$ cat src/hw/rtl/stbs_pkg.sv
// Shared types and constants for the sorted table binary search core.
package stbs_pkg;

  localparam int unsigned TableDepth = 256;
  localparam int unsigned IdxW       = $clog2(TableDepth);
  localparam int unsigned CntW       = IdxW + 1;
  localparam int unsigned ValW       = 32;

  localparam logic OpLookup = 1'b0;
  localparam logic OpWrite  = 1'b1;

  typedef enum logic [1:0] {
    ST_IDLE,
    ST_ISSUE,
    ST_CMP,
    ST_RESP
  } stbs_state_e;

  typedef struct packed {
    logic init;
    logic clear;
    logic take_hit;
    logic step;
    logic use_nxt;
    logic rd_en;
    logic wr_en;
  } stbs_cmd_t;

  typedef struct packed {
    logic n_zero;
    logic n_gt1;
    logic hit;
    logic nxt_zero;
  } stbs_status_t;

endpackage

$ cat src/hw/rtl/stbs_ctrl.sv
// Controller: sequences table writes and the probes of a lookup.
module stbs_ctrl (
  input  logic                   clk_i,
  input  logic                   rst_ni,
  input  logic                   start,
  input  logic                   operation_i,
  input  stbs_pkg::stbs_status_t status_i,
  output stbs_pkg::stbs_cmd_t    cmd_o,
  output logic                   busy,
  output logic                   done_o
);
  import stbs_pkg::*;

  stbs_state_e state_q, state_d;

  always_ff @(posedge clk_i or negedge rst_ni) begin
    if (!rst_ni) begin
      state_q <= ST_IDLE;
    end else begin
      state_q <= state_d;
    end
  end

  always_comb begin
    state_d = state_q;
    cmd_o   = '0;
    busy    = 1'b1;
    done_o  = 1'b0;
    unique case (state_q)
      ST_IDLE: begin
        busy = 1'b0;
        if (start) begin
          if (operation_i == OpWrite) begin
            cmd_o.wr_en = 1'b1;
            cmd_o.clear = 1'b1;
            state_d     = ST_RESP;
          end else begin
            cmd_o.init = 1'b1;
            state_d    = ST_ISSUE;
          end
        end
      end
      ST_ISSUE: begin
        if (status_i.n_zero) begin
          cmd_o.clear = 1'b1;
          state_d     = ST_RESP;
        end else begin
          cmd_o.rd_en = 1'b1;
          state_d     = ST_CMP;
        end
      end
      ST_CMP: begin
        if (status_i.hit) begin
          cmd_o.take_hit = 1'b1;
          state_d        = ST_RESP;
        end else if (!status_i.n_gt1) begin
          cmd_o.clear = 1'b1;
          state_d     = ST_RESP;
        end else begin
          cmd_o.step = 1'b1;
          if (status_i.nxt_zero) begin
            cmd_o.clear = 1'b1;
            state_d     = ST_RESP;
          end else begin
            cmd_o.use_nxt = 1'b1;
            cmd_o.rd_en   = 1'b1;
          end
        end
      end
      ST_RESP: begin
        done_o  = 1'b1;
        state_d = ST_IDLE;
      end
      default: begin
        state_d = ST_IDLE;
      end
    endcase
  end

endmodule
$ cat config.mk
export PLATFORM = sky130hd
export DESIGN_NAME = stbs_ctrl
export DESIGN_NICKNAME = d
export VERILOG_FILES = /design/src/hw/rtl/stbs_pkg.sv /design/src/hw/rtl/stbs_ctrl.sv
export SDC_FILE = /design/constraint.sdc
export NUM_CORES = 1
export LEC_CHECK = 0
export BUFFER_PORTS_ARGS = -buffer_cell sky130_fd_sc_hd__clkbuf_2
export CAP_MARGIN = 20
export CORE_AREA = 2 2 39 41
export DETAILED_ROUTE_END_ITERATION = 8
export DIE_AREA = 0 0 41 43
export GPL_ROUTABILITY_DRIVEN = 0
export PLACE_DENSITY = 0.45
export SETUP_SLACK_MARGIN = 0.02
export SLEW_MARGIN = 20
export SYNTH_ARGS = -nofsm -noshare
export SYNTH_HDL_FRONTEND = slang
export SYNTH_SLANG_ARGS = --single-unit
export TNS_END_PERCENT = 20
$ cat constraint.sdc
create_clock -name clk_i -period 1.9 [get_ports clk_i]
set_input_delay 0.19 -clock clk_i [delete_from_list [all_inputs] [get_ports clk_i]]
set_output_delay 0.19 -clock clk_i [all_outputs]
set_load 0.02 [all_outputs]
== After elaboration in Yosys (flattened, before gate mapping) ==
Cells that the tools add are included.

* Flip-flop bits (word level): 2
* Logic and storage cells: 35
* Bits in read-only memories: 0
* Latch bits: 0
* RAM bits: 0
* Memories: 0
* Bits of input ports: 8

* Multiply operators: 0
* Divide/modulo/power cells: 0
* Reduce and logical (&&, ||, !) cells: 2
* Mux-type cells: 27
* Bitwise operators: 0
* Eq/ne operators: 5
* Add/subtract/negate cells: 0
* $lt $le $gt $ge: 0
* Shifts and indexed selects: 0

{| class="wikitable"
|+ Operators with widths
! cell !! count
|-
| 1-bit two-way mux || 14
|-
| 2-bit two-way mux || 7
|-
| 3-bit two-way mux || 3
|-
| 2-bit case mux with 4 select lines || 1
|-
| 2-bit equality test (second input constant) || 2
|-
| 4-bit != test (second input constant) || 1
|-
| 1-bit case mux with 3 select lines || 1
|-
| 2-bit by 1-bit equality test with 1-bit output (second input constant) || 1
|-
| 2-bit logical NOT || 1
|-
| 2-bit != test (second input constant) || 1
|-
| 1-bit case mux with 2 select lines || 1
|-
| 2-bit AND reduction || 1
|}

== Longest topological paths before layout ==
* Word-level depth: 4
* Gate-level depth with buffers: 5

== Worst setup path before layout ==
No wires, ideal clock.

* Path type: reg-to-output
* Start point: register state_q[0]
* End point: output cmd_o[5] (netlist bit)
* Stages on the path, launching flop included: 6
* Data required time: 1710 ps
* Path slack: 265 ps
* Path buffers: 0
* Arrival time: 1445 ps
* Cells stage by stage: dfrtp_1 inv_1 ha_1 and3_1 a31oi_1 a21oi_1

{| class="wikitable"
|+ RTL lines
! element !! line !! text
|-
| from (decl) || stbs_ctrl.sv:14 || <nowiki>stbs_state_e state_q, state_d;</nowiki>
|-
| from (signal assigned) || stbs_ctrl.sv:20 || <nowiki>state_q <= state_d;</nowiki>
|-
| to (decl) || stbs_ctrl.sv:8 || <nowiki>output stbs_pkg::stbs_cmd_t cmd_o,</nowiki>
|}

==> qor.csv <==
metric,value,unit
area_growth_syn_to_layout,51.2,%
fmax,0.570,GHz
rsz0062_at_grt,false,
root_buffer,clkbuf_4,
synth_compound_area_frac,0.171,
synth_seq_cells,2,
drive_above_1_share,0.440,
drc_errors,0,
synth_area_leaders,"ha_1 (24%), dfrtp_1 (19%), mux2i_1 (7.6%)",
grt_max_degree,5,
postRouteAntennaNets,0,
nNetsFinal,65,
drv_slew,0,
path_class,register to primary output,
clock-sinks,2,
vias,285,
power,593,uW
endpoint_kind,primary output,
ir_drop,0.533,mV
yosys_warnings,0,
antenna_cells,0,
vias_per_cell,4.32,
fin_crit_sh,0.923,
synth_xor_area_frac,0,
largest_register,state_q,
worst_r2r_path_depth,5,
h-tree-depth,1,
worst_pin_slew,0.209,ns
synth_adder_area_share,0.237,
netlist_instances,30,
finalWirelength,608,um
largest_reg_flops,2,
die-area,1760,um2
multi_input_area,198,um2
synth_simple_gate_area_share,0.256,
synth_top_area_share,0.237,
min_period,1.75,ns
port_buffers,16,
globalRouteOverflowTotal,0,
synthMuxAreaShare,0.0758,
final.setup.tns,0,ns
top_regs,state_q x2,
place_ws,0.347,ns
ys_seq_area_frac,0.190,
finalSetupViolCount,0,
finClkSkew,0.00196,ns
crit_family,flip-flops,
drv_cap,0,
critPathBufInv,2,
relSlewSlack,0.861,
clock_latency,0.22,ns
start_util,0.191,
seqCellArea,50.0,um2
cpMaxStageDelayCell,dfrtp_1,
rows,14,
syn_nets,43,
setup_ws,0.147,ns
outcome,"finished, final reports clean",
fp.dieW,41,um
clk_path_buf_depth,2,
avgSynthCellArea,8.80,um2
cp.depth,6,
required,1.71,ns
cp_max_fo,4,
leakage,0.225,nW
cpPeakStageDelay,0.41,ns
grt_pass1_wl,938,um
crit_chain,"inv_1, ha_2, and3_1, a31oi_1, a21oi_1, clkbuf_2",
dieHeight,43,um
wl_per_cell,9.21,um
power.density,1490,nW/um2
core,1380,um2
cp_data_arrival_time,1.56,ns
clk_pin_slew_worst_paths,0.03,ns
syn_area,264,um2
track_usage,0.0774,
fillers,151,
dr.pass1.iters,1,
antenna_found_initial,0,
io_pins,17,
synth_top_family_by_area,simple AND/OR/NAND/NOR gates,
cts_tree,done,
ys_types,18,
synth_top_area_cell,ha_1,
dp_hpwl,509,um
numCtsBuffers,3,
critPathLaunchType,register,
post-cts-setup-buffers,0,
hold_path.class,primary input to asynchronous set/reset pin,
drt_iter0_drc,0,
finalHoldViolations,0,
grt_pass1_vias,263,
metal layers:
layer  global-route usage  part of all wire  vias up
met2                0.131              0.45       13
met3                    0             0.084        0
met1               0.0839              0.47      126
met5                    0                 0        -
met4               0.0600                 0        0
li1                     -                 -      146
power breakdown:
part	switching, mW	internal, mW
Combinational	0.234	0.175
Sequential	0.0246	0.0675
Clock	0.0224	0.0695
Total	0.281	0.312
final timing paths:
kind	start	to	slack, ns
setup / recovery	state_q[1]$_DFFE_PN0P_	cmd_o[5]	0.15
hold / removal	rst_ni	state_q[0]$_DFFE_PN0P_	0.29
setup reg to reg	state_q[0]$_DFFE_PN0P_	state_q[1]$_DFFE_PN0P_	0.43
hold reg to reg	state_q[0]$_DFFE_PN0P_	state_q[0]$_DFFE_PN0P_	0.60
max in group asynchronous	rst_ni	state_q[1]$_DFFE_PN0P_	1.51
min in group clk_i	operation_i	state_q[1]$_DFFE_PN0P_	0.35
cell type report:
cell class / count / area share
Clock buffer: 3 / 0.0564
Multi-Input combinational cell: 23 / 0.495
Timing Repair Buffer: 17 / 0.226
Sequential cell: 2 / 0.125
Inverter: 5 / 0.0470
Tap cell: 16 / 0.0502
metrics by stage:
stage / hold WS, ns / area [um2] / std cells / util
after floorplan: -0.106 / 264 / 30 / -
after global placement: -0.0241 / 364 / 62 / 0.263
after detailed placement: -0.0227 / 364 / 62 / 0.263
after CTS: 0.277 / 397 / 66 / 0.287
after global routing: 0.288 / 399 / 66 / 0.288
final: 0.288 / 399 / 66 / 0.288
logic make-up after synthesis:
family,Yosys count
compound gates,6
flops,2
buf+inv,5
simple gates,10
mux,2
fa+ha+maj,5
synth_stat cells (all sizes together):
master   n
a211oi   1
a21oi    2
a2bb2oi  1
a31oi    1
and2     1
and3     2
and4bb   1
dfrtp    2
ha       5
inv      5
mux2i    2
nand2    1
nand2b   1
nor2     1
nor2b    1
nor3     1
nor3b    1
o21a     1
cells in the final DEF, fill, tap and decap left out, types with 2 or more instances in the layout:
master    count
clkbuf_4      3
mux2i_1       2
and3_1        2
ha_1          4
a21oi_1       2
inv_1         5
clkbuf_2     16
dfrtp_1       2
what timing repair did:
item                                    CTS  global route
endpoints found under the hold margin     2             0
endpoints found under the setup margin    0             1
hold buffers                              1             0
resized for setup                         0             1
(Power assumes the default switching activity.)
